<file path="src/hw/rtl/assert_macros.svh">
// Assertion macros used by the timer queue top level.
// Depends on nothing; included by modules that carry assertions.
`ifndef ASSERT_MACROS_SVH
`define ASSERT_MACROS_SVH

// Consequent must hold in the same cycle as the antecedent.
`define SDTQ_ASSERT_NOW(lbl, clk, rst_n, ante, cons, msg) \
	lbl: assert property (@(posedge clk) disable iff (!rst_n) (ante) |-> (cons)) \
		else $error(msg);

// Consequent must hold in the cycle after the antecedent.
`define SDTQ_ASSERT_NEXT(lbl, clk, rst_n, ante, cons, msg) \
	lbl: assert property (@(posedge clk) disable iff (!rst_n) (ante) |=> (cons)) \
		else $error(msg);

`endif

</file>
<file path="src/hw/rtl/sdtq_pkg.sv">
// Shared types and constants for the sorted deadline timer queue.
// Depends on nothing; imported by the cell, the top level and the testbench.
package sdtq_pkg;

	localparam int MAX_TIMERS_DEF = 16;
	localparam int TIME_BITS_DEF  = 48;
	localparam int HANDLE_W       = 4;
	localparam int TIMEOUT_W      = 24;
	localparam int NOW_W          = 48;
	localparam int STATUS_W       = 3;
	localparam int HANDLE_LIMIT   = 16;

	typedef enum logic [1:0] {
		CMD_ADD    = 2'd0,
		CMD_ADJUST = 2'd1,
		CMD_DELETE = 2'd2,
		CMD_TICK   = 2'd3
	} cmd_e;

	typedef enum logic [STATUS_W-1:0] {
		ST_DONE     = 3'd0,
		ST_EXPIRED  = 3'd1,
		ST_NONE     = 3'd2,
		ST_FULL     = 3'd3,
		ST_INACTIVE = 3'd4
	} status_e;

	typedef enum logic [1:0] {
		S_IDLE,
		S_EXEC,
		S_INSERT
	} state_e;

	typedef struct packed {
		cmd_e                 command;
		logic [HANDLE_W-1:0]  handle_in;
		logic [TIMEOUT_W-1:0] delay_ms;
		logic [NOW_W-1:0]     now_ms;
	} request_t;

	typedef struct packed {
		logic [HANDLE_W-1:0] handle_out;
		logic [STATUS_W-1:0] status;
		logic                last;
	} result_t;

	// Operation broadcast to every cell of the chain.
	typedef struct packed {
		logic ins;
		logic rem;
		logic pop;
	} cell_ctl_t;

endpackage

</file>
<file path="src/hw/rtl/sdtq_cell.sv">
// One position of the sorted timer chain: holds an expiry and a handle.
// Depends on sdtq_pkg; instantiated in a row by the top level.
module sdtq_cell import sdtq_pkg::*; #(
	parameter int TIME_BITS = TIME_BITS_DEF
) (
	input  logic                 clk,
	input  logic                 arst_n,
	input  cell_ctl_t            ctl,
	input  logic [TIME_BITS-1:0] key_expiry,
	input  logic [HANDLE_W-1:0]  key_handle,
	input  logic                 prev_valid,
	input  logic [TIME_BITS-1:0] prev_expiry,
	input  logic [HANDLE_W-1:0]  prev_handle,
	input  logic                 prev_after,
	input  logic                 prev_shift,
	input  logic                 next_valid,
	input  logic [TIME_BITS-1:0] next_expiry,
	input  logic [HANDLE_W-1:0]  next_handle,
	output logic                 valid,
	output logic [TIME_BITS-1:0] expiry,
	output logic [HANDLE_W-1:0]  handle,
	output logic                 after,
	output logic                 shift
);

	logic                 valid_q;
	logic [TIME_BITS-1:0] exp_q;
	logic [HANDLE_W-1:0]  hdl_q;
	logic                 match;

	assign valid  = valid_q;
	assign expiry = exp_q;
	assign handle = hdl_q;

	// A new key goes behind this entry only if this entry expires strictly earlier.
	always_comb begin
		after = valid_q && (exp_q < key_expiry);
		match = valid_q && (hdl_q == key_handle);
		shift = ctl.pop | (ctl.rem & (prev_shift | match));
	end

	// Occupancy bit; cleared at reset.
	always_ff @(posedge clk or negedge arst_n) begin
		if (!arst_n) begin
			valid_q <= 1'b0;
		end else if (ctl.ins && !after) begin
			valid_q <= prev_after ? 1'b1 : prev_valid;
		end else if (shift) begin
			valid_q <= next_valid;
		end
	end

	// Payload: take the new key, shift right on insert, or shift left on removal.
	always_ff @(posedge clk) begin
		if (ctl.ins && !after) begin
			if (prev_after) begin
				exp_q <= key_expiry;
				hdl_q <= key_handle;
			end else begin
				exp_q <= prev_expiry;
				hdl_q <= prev_handle;
			end
		end else if (shift) begin
			exp_q <= next_expiry;
			hdl_q <= next_handle;
		end
	end

endmodule

</file>
<file path="src/hw/rtl/sorted_deadline_timer_queue_unit.sv">
// Sorted deadline timer queue: a row of cells kept in ascending expiry order.
// Add and delete finish in S_EXEC; adjust removes in S_EXEC and re-inserts in S_INSERT;
// tick pops expired timers until none is due; the chain moves one entry per cycle.
// Each result strobes in the cycle after the step that makes it; the receiver cannot stall.
// Asynchronous active-low reset empties the queue and frees all handles at once.
// Depends on sdtq_pkg, sdtq_cell and assert_macros.svh.
`include "assert_macros.svh"

module sorted_deadline_timer_queue_unit import sdtq_pkg::*; #(
	parameter int MAX_TIMERS = MAX_TIMERS_DEF,
	parameter int TIME_BITS  = TIME_BITS_DEF
) (
	input  logic     clk,
	input  logic     arst_n,
	input  logic     start,
	output logic     busy,
	input  request_t request,
	output logic     result_valid,
	output result_t  result
);

	localparam int SLOTS = (MAX_TIMERS < HANDLE_LIMIT) ? MAX_TIMERS : HANDLE_LIMIT;
	localparam int IDX_W = $clog2(SLOTS);
	localparam int CNT_W = $clog2(SLOTS + 1);
	localparam int SUM_W = ((TIME_BITS > TIMEOUT_W) ? TIME_BITS : TIMEOUT_W) + 1;

	state_e               state_q, state_d;
	cmd_e                 cmd_q;
	logic [HANDLE_W-1:0]  hdl_q;
	logic [TIME_BITS-1:0] exp_q;
	logic [TIME_BITS-1:0] now_q;
	logic [SLOTS-1:0]     in_use_q;
	logic [CNT_W-1:0]     live_q;
	logic                 result_valid_q;
	result_t              result_q;

	logic [TIME_BITS-1:0] now_t;
	logic [TIMEOUT_W-1:0] tmo_t;
	logic [SUM_W-1:0]     sum;
	logic [TIME_BITS-1:0] exp_d;

	logic [IDX_W-1:0]     free_idx;
	logic                 free_found;
	logic                 full;
	logic                 active;
	logic                 due0, due1;

	cell_ctl_t            ctl;
	logic [HANDLE_W-1:0]  key_hdl;
	logic                 res_fire;
	result_t              res_d;
	logic                 live_inc, live_dec;
	logic                 use_set, use_clr;
	logic [IDX_W-1:0]     use_idx;

	logic [SLOTS-1:0]     c_valid;
	logic [TIME_BITS-1:0] c_exp [SLOTS];
	logic [HANDLE_W-1:0]  c_hdl [SLOTS];
	logic [SLOTS-1:0]     c_after;
	logic [SLOTS-1:0]     c_shift;

	assign busy         = (state_q != S_IDLE);
	assign result_valid = result_valid_q;
	assign result       = result_q;

	// Expiry is now plus the timeout (zero counts as one), saturated at the top of time.
	always_comb begin
		now_t = TIME_BITS'(request.now_ms);
		tmo_t = (request.delay_ms == '0) ? TIMEOUT_W'(1) : request.delay_ms;
		sum   = SUM_W'(now_t) + SUM_W'(tmo_t);
		exp_d = (|sum[SUM_W-1:TIME_BITS]) ? '1 : sum[TIME_BITS-1:0];
	end

	// Lowest free handle.
	always_comb begin
		free_idx   = '0;
		free_found = 1'b0;
		for (int i = SLOTS - 1; i >= 0; i--) begin
			if (!in_use_q[i]) begin
				free_idx   = IDX_W'(i);
				free_found = 1'b1;
			end
		end
	end

	// Status of the queue as seen by the command in progress.
	always_comb begin
		full   = (live_q == CNT_W'(SLOTS)) || !free_found;
		active = ({1'b0, hdl_q} < (HANDLE_W + 1)'(SLOTS)) && in_use_q[hdl_q[IDX_W-1:0]];
		due0   = c_valid[0] && (c_exp[0] <= now_q);
		due1   = c_valid[1] && (c_exp[1] <= now_q);
	end

	// Sequencer: next state, chain operation, bookkeeping and result.
	always_comb begin
		state_d  = state_q;
		ctl      = '0;
		key_hdl  = hdl_q;
		res_fire = 1'b0;
		res_d    = '0;
		live_inc = 1'b0;
		live_dec = 1'b0;
		use_set  = 1'b0;
		use_clr  = 1'b0;
		use_idx  = hdl_q[IDX_W-1:0];
		unique case (state_q)
			S_IDLE: begin
				if (start) begin
					state_d = S_EXEC;
				end
			end
			S_EXEC: begin
				unique case (cmd_q) inside
					CMD_ADD: begin
						res_fire   = 1'b1;
						res_d.last = 1'b1;
						state_d    = S_IDLE;
						if (full) begin
							res_d.status = ST_FULL;
						end else begin
							ctl.ins          = 1'b1;
							key_hdl          = HANDLE_W'(free_idx);
							use_set          = 1'b1;
							use_idx          = free_idx;
							live_inc         = 1'b1;
							res_d.handle_out = HANDLE_W'(free_idx);
							res_d.status     = ST_DONE;
						end
					end
					CMD_ADJUST, CMD_DELETE: begin
						res_d.handle_out = hdl_q;
						res_d.last       = 1'b1;
						if (!active) begin
							res_fire     = 1'b1;
							res_d.status = ST_INACTIVE;
							state_d      = S_IDLE;
						end else begin
							ctl.rem  = 1'b1;
							live_dec = 1'b1;
							if (cmd_q == CMD_DELETE) begin
								use_clr      = 1'b1;
								res_fire     = 1'b1;
								res_d.status = ST_DONE;
								state_d      = S_IDLE;
							end else begin
								state_d = S_INSERT;
							end
						end
					end
					CMD_TICK: begin
						res_fire = 1'b1;
						if (due0) begin
							ctl.pop          = 1'b1;
							live_dec         = 1'b1;
							use_clr          = 1'b1;
							use_idx          = c_hdl[0][IDX_W-1:0];
							res_d.handle_out = c_hdl[0];
							res_d.status     = ST_EXPIRED;
							res_d.last       = !due1;
							state_d          = due1 ? S_EXEC : S_IDLE;
						end else begin
							res_d.status = ST_NONE;
							res_d.last   = 1'b1;
							state_d      = S_IDLE;
						end
					end
					default: state_d = S_IDLE;
				endcase
			end
			S_INSERT: begin
				// Second half of an adjust: place the re-armed handle.
				ctl.ins          = 1'b1;
				live_inc         = 1'b1;
				res_fire         = 1'b1;
				res_d.handle_out = hdl_q;
				res_d.status     = ST_DONE;
				res_d.last       = 1'b1;
				state_d          = S_IDLE;
			end
			default: state_d = S_IDLE;
		endcase
	end

	// Control state.
	always_ff @(posedge clk or negedge arst_n) begin
		if (!arst_n) begin
			state_q        <= S_IDLE;
			in_use_q       <= '0;
			live_q         <= '0;
			result_valid_q <= 1'b0;
		end else begin
			state_q        <= state_d;
			result_valid_q <= res_fire;
			if (use_set) begin
				in_use_q[use_idx] <= 1'b1;
			end else if (use_clr) begin
				in_use_q[use_idx] <= 1'b0;
			end
			if (live_inc) begin
				live_q <= live_q + CNT_W'(1);
			end else if (live_dec) begin
				live_q <= live_q - CNT_W'(1);
			end
		end
	end

	// Command fields captured on transfer, and the result register.
	always_ff @(posedge clk) begin
		if (start && !busy) begin
			cmd_q <= request.command;
			hdl_q <= request.handle_in;
			exp_q <= exp_d;
			now_q <= now_t;
		end
		if (res_fire) begin
			result_q <= res_d;
		end
	end

	// The chain of cells, position 0 holding the earliest expiry.
	for (genvar i = 0; i < SLOTS; i++) begin : g_cell
		logic                 p_valid, p_after, p_shift, n_valid;
		logic [TIME_BITS-1:0] p_exp, n_exp;
		logic [HANDLE_W-1:0]  p_hdl, n_hdl;

		if (i == 0) begin : g_head
			assign p_valid = 1'b0;
			assign p_exp   = '0;
			assign p_hdl   = '0;
			assign p_after = 1'b1;
			assign p_shift = 1'b0;
		end else begin : g_body
			assign p_valid = c_valid[i-1];
			assign p_exp   = c_exp[i-1];
			assign p_hdl   = c_hdl[i-1];
			assign p_after = c_after[i-1];
			assign p_shift = c_shift[i-1];
		end

		if (i == SLOTS - 1) begin : g_tail
			assign n_valid = 1'b0;
			assign n_exp   = '0;
			assign n_hdl   = '0;
		end else begin : g_mid
			assign n_valid = c_valid[i+1];
			assign n_exp   = c_exp[i+1];
			assign n_hdl   = c_hdl[i+1];
		end

		sdtq_cell #(
			.TIME_BITS(TIME_BITS)
		) u_cell (
			.clk        (clk),
			.arst_n     (arst_n),
			.ctl        (ctl),
			.key_expiry (exp_q),
			.key_handle (key_hdl),
			.prev_valid (p_valid),
			.prev_expiry(p_exp),
			.prev_handle(p_hdl),
			.prev_after (p_after),
			.prev_shift (p_shift),
			.next_valid (n_valid),
			.next_expiry(n_exp),
			.next_handle(n_hdl),
			.valid      (c_valid[i]),
			.expiry     (c_exp[i]),
			.handle     (c_hdl[i]),
			.after      (c_after[i]),
			.shift      (c_shift[i])
		);
	end

	// Occupied cells always match the live count.
	`SDTQ_ASSERT_NOW(a_live_cells, clk, arst_n, 1'b1, CNT_W'($countones(c_valid)) == live_q, "cells")
	// Between commands the number of allocated handles equals the live count.
	`SDTQ_ASSERT_NOW(a_live_handles, clk, arst_n, state_q == S_IDLE, CNT_W'($countones(in_use_q)) == live_q, "handles")
	// A result marked last leaves the block ready for the next transfer.
	`SDTQ_ASSERT_NOW(a_last_idle, clk, arst_n, result_valid_q && result_q.last, state_q == S_IDLE, "busy")
	// An accepted transfer always makes the block busy in the next cycle.
	`SDTQ_ASSERT_NEXT(a_start_busy, clk, arst_n, start && !busy, busy, "transfer accepted, not busy")

endmodule

</file>
<file path="config.mk">
export PLATFORM = sky130hd
export DESIGN_NAME = sorted_deadline_timer_queue_unit
export DESIGN_NICKNAME = d
export VERILOG_FILES = /design/src/hw/rtl/sdtq_pkg.sv /design/src/hw/rtl/sdtq_cell.sv /design/src/hw/rtl/sorted_deadline_timer_queue_unit.sv
export VERILOG_INCLUDE_DIRS = /design/src /design/src/hw/rtl
export SDC_FILE = /design/constraint.sdc
export NUM_CORES = 2
export LEC_CHECK = 0
export BUFFER_PORTS_ARGS = -buffer_cell sky130_fd_sc_hd__buf_4
export CAP_MARGIN = 20
export CORE_AREA = 2 2 354 497
export DETAILED_ROUTE_END_ITERATION = 8
export DIE_AREA = 0 0 356 499
export GPL_ROUTABILITY_DRIVEN = 0
export GPL_TIMING_DRIVEN = 0
export REMOVE_ABC_BUFFERS = 1
export SLEW_MARGIN = 5
export SYNTH_ARGS = -nofsm -noshare
export SYNTH_HDL_FRONTEND = slang
export SYNTH_SLANG_ARGS = --single-unit
</file>
<file path="constraint.sdc">
create_clock -name clk -period 16.8 [get_ports clk]
set_input_delay 3.36 -clock clk [delete_from_list [all_inputs] [get_ports clk]]
set_output_delay 3.36 -clock clk [all_outputs]
set_load 0.02 [all_outputs]
</file>
# Word level (Yosys, flattened, before mapping)
# Cells that the tools add are included.
# Widths: inputs -> output; s select.
[word_totals]
regBits = 982
output_inout_bits = 10
word_cells = 472
[classes]
n_addsub = 3
n_lt_le_gt_ge = 21
eq_ne = 23
muxes = 220
bitwise_logic = 50
reduce_logical = 96
[ops]
columns = ["cell", "n"]
rows = [
  ["$mux 48", 47],
  ["$lt 48x48->1", 16],
  ["$mux 4", 70],
  ["$le 48x48->1", 2],
  ["$mux 1", 79],
  ["$eq 4x4->1", 16],
  ["$logic_and 1x1->1", 52],
  ["$add 48x24->49", 1],
  ["$reduce_bool 2->1", 19],
  ["$mux 16", 2],
  ["$or 1x1->1", 31],
  ["$logic_not 24->1", 1],
  ["$mux 24", 1],
  ["$pmux 8 s3", 1],
  ["$logic_not 1->1", 19],
  ["$and 1x1->1", 16],
  ["$and 16x16->16", 1],
  ["$not 16->16", 1],
  ["$or 16x16->16", 1],
  ["$pmux 8 s2", 1],
  ["$lt 4x5->1 const B", 2],
  ["$mux 2", 5],
  ["$mux 5", 2],
  ["$pmux 1 s2", 5],
  ["other kinds (15)", 22],
]

# Depth between registers and ports, before layout
[logic_depth]
ltp_word = 72
ltp_mapped = 19

# Modules after synthesis
# From an unflattened synthesis, not the netlist that was laid out.
[hier_totals]
hier_cells = 6548
hier_area_um2 = 76079.2
[by_module_without_submodules]
columns = ["module", "instances", "cells_per_inst", "area_per_inst_um2", "seq_area_each_um2"]
rows = [
  ["sdtq_cell", 16, 347, 4132.7, 1586.5],
  ["sorted_deadline_timer_queue_unit", 1, 996, 9955.8, 3903.7],
]

# Least setup slack after synthesis
# OpenSTA, ideal clock, no wires.
[synth_timing]
kind = "register to register"
startpoint = "register cmd_q[0]"
endpoint = "register g_cell[8].u_cell.exp_q[0], enable pin"
setup_ns = 0.534
arrival_ns = 6.801
setup_slack_ns = 9.466
stages_incl_launch_ff = 16
path_buffers = 3
cell_sequence = "edfxtp_1 -> inv_1 -> ha_1 -> buf_4 -> nand2_1 -> a21o_1 -> buf_2 -> nor4_1 -> nor2_4 -> xnor2_1 -> or4_1 -> o22a_1 -> a21boi_1 -> o211a_1 -> buf_6 -> o21ai_0"
[synth_between]
elab_chain_len = 32
elab_cells_between_ends = 58
cone_classes = "eq/ne: 12; mux: 7; bitwise: 26; reduce/logical: 13"
[synth_rtl]
columns = ["element", "line_no", "rtl"]
rows = [
  ["start, declared", "sorted_deadline_timer_queue_unit.sv:28", "cmd_e cmd_q;"],
  ["start signal, assigned", "sorted_deadline_timer_queue_unit.sv:210", "cmd_q <= request.command;"],
  ["$logic_not 2->1 (no source line)", "--", ""],
  ["$mux 4", "sorted_deadline_timer_queue_unit.sv:113", "unique case (cmd_q) inside"],
  ["$mux 4", "sorted_deadline_timer_queue_unit.sv:106", "unique case (state_q)"],
  ["$eq 4x4->1", "sdtq_cell.sv:38", "match = valid_q && (hdl_q == key_handle);"],
  ["$logic_and 1x1->1", "sdtq_cell.sv:38", ""],
  ["$and 1x1->1", "sdtq_cell.sv:39", "shift = ctl.pop | (ctl.rem & (prev_shift | match));"],
  ["$or 1x1->1 (2 in a row)", "sdtq_cell.sv:39", ""],
  ["$and 1x1->1", "sdtq_cell.sv:39", ""],
  ["(+12 left out)", "--", ""],
  ["$or 1x1->1 (2 in a row)", "sdtq_cell.sv:39", ""],
  ["$and 1x1->1", "sdtq_cell.sv:39", ""],
  ["$or 1x1->1 (2 in a row)", "sdtq_cell.sv:39", ""],
  ["$and 1x1->1", "sdtq_cell.sv:39", ""],
  ["$or 1x1->1 (2 in a row)", "sdtq_cell.sv:39", ""],
  ["$and 1x1->1", "sdtq_cell.sv:39", ""],
  ["$or 1x1->1", "sdtq_cell.sv:39", ""],
  ["$reduce_bool 2->1 (no source line) *", "--", ""],
  ["end signal, assigned", "sdtq_cell.sv:57", "exp_q <= key_expiry;"],
  ["end signal, assigned", "sdtq_cell.sv:60", "exp_q <= prev_expiry;"],
  ["end signal, assigned", "sdtq_cell.sv:64", "exp_q <= next_expiry;"],
  ["end, declared", "sdtq_cell.sv:27", "logic [TIME_BITS-1:0] exp_q;"],
]
# Mark *: on every way between the ends. The rest lies on a longest branch, timed or not.
# A chain may end at the register's enable or synchronous reset.

# Worst setup path after layout
[layout_timing]
startpoint = "input port request[48] in the netlist's numbering"
endpoint = "register exp_q[15] (data pin)"
[layout_between]
elab_chain_len = 3
[layout_rtl]
columns = ["element", "line_no", "rtl"]
rows = [
  ["start, declared", "sorted_deadline_timer_queue_unit.sv:17", "input request_t request,"],
  ["$logic_not 24->1", "sorted_deadline_timer_queue_unit.sv:69", "tmo_t = (request.delay_ms == '0) ? TIMEOUT_W'(1) : request.delay_ms;"],
  ["$mux 24 *", "sorted_deadline_timer_queue_unit.sv:69", ""],
  ["$add 48x24->49 *", "sorted_deadline_timer_queue_unit.sv:70", "sum = SUM_W'(now_t) + SUM_W'(tmo_t);"],
  ["end signal, assigned", "sorted_deadline_timer_queue_unit.sv:212", "exp_q <= exp_d;"],
  ["end, declared", "sorted_deadline_timer_queue_unit.sv:30", "logic [TIME_BITS-1:0] exp_q;"],
]
# Marked as above.

==> qor.csv <==
stage,metric,value,unit
run_status,outcome,finished clean,
floorplanning,dieArea,177600,µm²
synthesis,post_synthesis_sequential_element_count,982,
route,wirelength,220800,µm
cts,postCtsSetupBuffers,0,
synthesis,post_synth_most_frequent_cells,"sky130_fd_sc_hd__edfxtp_1, sky130_fd_sc_hd__ha_1, sky130_fd_sc_hd__nand2_1, sky130_fd_sc_hd__o21ai_0, sky130_fd_sc_hd__a21oi_1",
cts,cts_inserted_buffers,108,
cts,postCtsResizedCells,0,
synthesis,yosys.area.top_type,sky130_fd_sc_hd__edfxtp_1,
route,route.top_layer_used,met5,
min_path,min_from,state_q[1],
critical_path,critical_path.startpoint_type,input port,
synthesis,synth_top_area_share,41.07,%
critical_path,list_of_cells_traversed_by_the_critical_path,"buf_4, nor4_1, buf_2, nand4_1, o21bai_1, ha_1, inv_1, fa_1, nor2b_1, o21a_1, o21ai_0, a21oi_1, nor2b_1, o31ai_1, buf_4, o22ai_1, o22ai_1, and2_1, nand3_2, buf_12, o21ai_0",
critical_path,timing.rr.end,g_cell[6].u_cell.expiry[1],
sta,worst-slew-pin-transition,1.346,ns
finish,flow.area_growth_from_synthesis,11.97,%
placement,area_of_placed_instances,73520,µm²
route,post_drt_wl_per_cell,24.33,µm
min_path,hold_end,state_q[1],
critical_path,largest_stage_delay_worst_path,0.64,ns
synthesis,ys.flop_type,sky130_fd_sc_hd__edfxtp_1,
global_routing,grt.total_usage,24.44,%
critical_path,cpMaxStageDelayCell,sky130_fd_sc_hd__o22ai_1,
route,drt_drc_violations_left,0,
sta,fmax,116.8,MHz
sta,hold_slack,0.5257,ns
synthesis,async_reset_ff_share,4.073,%
critical_path,reg2regPathDepth,19,
cts,ctsHtreeMaxLevel,3,
sta,count_of_final_hold_check_violations,0,
finish,final_core_utilization,44.58,%
min_path,timing.hold.worst_path_depth,2,
floorplanning,start_util,39.81,%
global_routing,largest_net_degree_at_the_start_of_global_routing,81,
finish,drive_gt1_share,9.776,%
synthesis,mappedNetlistArea,68880,µm²
global_routing,grt_overflow_total,0,
route,detailedRoute.firstIterationViolations,4030,
synthesis,post-synth-top-count-cell,sky130_fd_sc_hd__edfxtp_1,
finish,finish.cell_count_without_fillers,9074,
synthesis,synthesis.yosys.warnings,0,
placement,dp_cells,8870,
cts,cts.reportedPaths.clkPinSlew,0.07,ns
global_routing,grt_pass1_vias,54540,
sta,final_min_period_over_clock_period,50.98,%
pwr,irDropWorstVdd,0.08654,mV
sta,finalClockSkew,0.03451,ns
sta,timing.setup.tns,0,ns
pwr,power.leakage,31.85,nW
route,drt-met1-wl,85340,µm
route,routed-via-count,53570,
critical_path,timing.setup.critical_path_class,input port to flop,
synthesis,synth_seq_area_share,42.52,%
sta,timing.final.setup_violations,0,
critical_path,arrival,9.15,ns
synthesis,yosys-top-cells-area,"sky130_fd_sc_hd__edfxtp_1, sky130_fd_sc_hd__ha_1, sky130_fd_sc_hd__mux2i_1, sky130_fd_sc_hd__o21ai_0, sky130_fd_sc_hd__a21oi_1",
floorplanning,overall_die_height,499,µm
min_path,min_path_type,flop to flop,
cts,cts_tree,done,
cts,clkLatencyLatePin,0.77,ns
sta,max_slew_margin,9.420,%
placement,count_of_input_and_output_buffers,90,
critical_path,timing.critical_path.to_type,flop,
job,max-cap-violations,0,
cts,cts.path.max_buffers,3,
sta,report.final.slew_viol_count,0,
floorplanning,coreArea,173000,µm²
route,ant_nets,0,
placement,placement.setup.worst_slack,7.511,ns
finish,postLayoutCellArea,77130,µm²
placement,detailed_place_hpwl,169100,µm
cts,postCtsHoldBufs,0,
cts,cts_sinks,982,
critical_path,r2r_start,exp_q[13],
synthesis,postSynthCellCount,6750,
synthesis,synth-edff-count,942,
route,met3RoutedLength,9399,µm
critical_path,cp_data_required_time,17.39,ns
pwr,pwr_density_cell,131.7,nW/µm²
finish,layout.nets,7659,
synthesis,netlist-cell-type-count,84,
sta,setup_repair_after_global_routing_missed_its_margin,false,
sta,final_period_minus_worst_setup_slack,8.564,ns
route,detailedRoute.firstPassIterationCount,6,
critical_path,reg2reg_setup_slack,9.92,ns
global_routing,antenna_found_initial,5,
route,detail_route.vias_per_cell,5.904,
route,detailroute.wirelength.met2,111500,µm
cts,cts_root_buffer,sky130_fd_sc_hd__clkbuf_16,
synthesis,post_synth.cell_area_avg,10.20,µm²
floorplanning,die-width,356,µm
critical_path,cp_max_fanout,26,
sta,setup_ws,8.236,ns
pwr,total_design_power,10.16,mW
floorplanning,row_count,181,
global_routing,grt_first_pass_wirelength,333400,µm
floorplanning,io-pin-count,91,
-- metal layers --
metal | vias to the layer above | GRT usage (%)
met1 | 26410 | 27.91
met5 | - | 0
met2 | 1520 | 43.70
met3 | 519 | 2.635
li1 | 25120 | -
met4 | 4 | 14.57
-- power by group --
group	internal [mW]	switching, mW
Sequential	3.22	0.458
Combinational	1.59	2.41
Clock	1.39	1.10
-- worst max-delay path by stage --
stage           startpoint                          end  cells past startpoint
2_1_floorplan    exp_q[17]  g_cell[10].u_cell.expiry[0]                     13
3_3_place_gp     exp_q[13]  g_cell[5].u_cell.expiry[24]                     11
3_5_place_dp   request[66]                    exp_q[15]                     21
4_1_cts        request[66]                    exp_q[15]                     21
5_1_grt        request[48]                     exp_q[2]                     21
6_report       request[48]                    exp_q[15]                     21
-- area by class of cell --
class,count,area (µm²)
flip-flops and latches,982,29290
clock buffers,127,2835
repair buffers,211,2851
inverters,139,521.8
diodes,5,12.51
well taps,2287,2861
clock inverters,70,719.4
fillers,16500,95890
multi-input cells,5253,38040
-- critical path, delay by kind of cell --
| family | cells | cell delay (ns) |
|---|---|---|
| AO/OA/AOI/OAI | 8 | 2.35 |
| AND/OR/NAND/NOR | 6 | 1.82 |
| buffers and inverters | 5 | 0.98 |
| adder cells (fa/ha/maj) | 2 | 0.57 |
-- sequential cells by signal, indices dropped and copies added (netlist names), named ones only --
signal	cells
g_cell.u_cell.expiry	768
now_q	48
exp_q	48
live_q	5
state_q	2
result_valid	1
result	8
hdl_q	4
g_cell.u_cell.handle	64
cmd_q	2
g_cell.u_cell.valid	16
-- layout by cell type (no fill, tap or decap), types with 138 or more instances in the layout --
cell type	netlist	final
sky130_fd_sc_hd__o21ai_0	702	700
sky130_fd_sc_hd__ha_1	881	881
sky130_fd_sc_hd__inv_1	139	138
sky130_fd_sc_hd__mux2i_1	477	477
sky130_fd_sc_hd__nor2_1	497	496
sky130_fd_sc_hd__mux2_2	217	217
sky130_fd_sc_hd__a21oi_1	632	629
sky130_fd_sc_hd__nand2_1	721	711
sky130_fd_sc_hd__a21o_1	222	222
sky130_fd_sc_hd__edfxtp_1	942	942
-- cell families after synthesis --
| logic type | count (synthesis) | share of synthesized area (%) |
|---|---|---|
| compound gates | 1813 | 15.02 |
| mux | 699 | 10.64 |
| flops | 982 | 42.52 |
| simple gates | 1764 | 11.64 |
| buf+inv | 515 | 2.924 |
| fa+ha+maj | 883 | 16.06 |
| xor+xnor | 94 | 1.195 |
(Power assumes the default switching activity.)
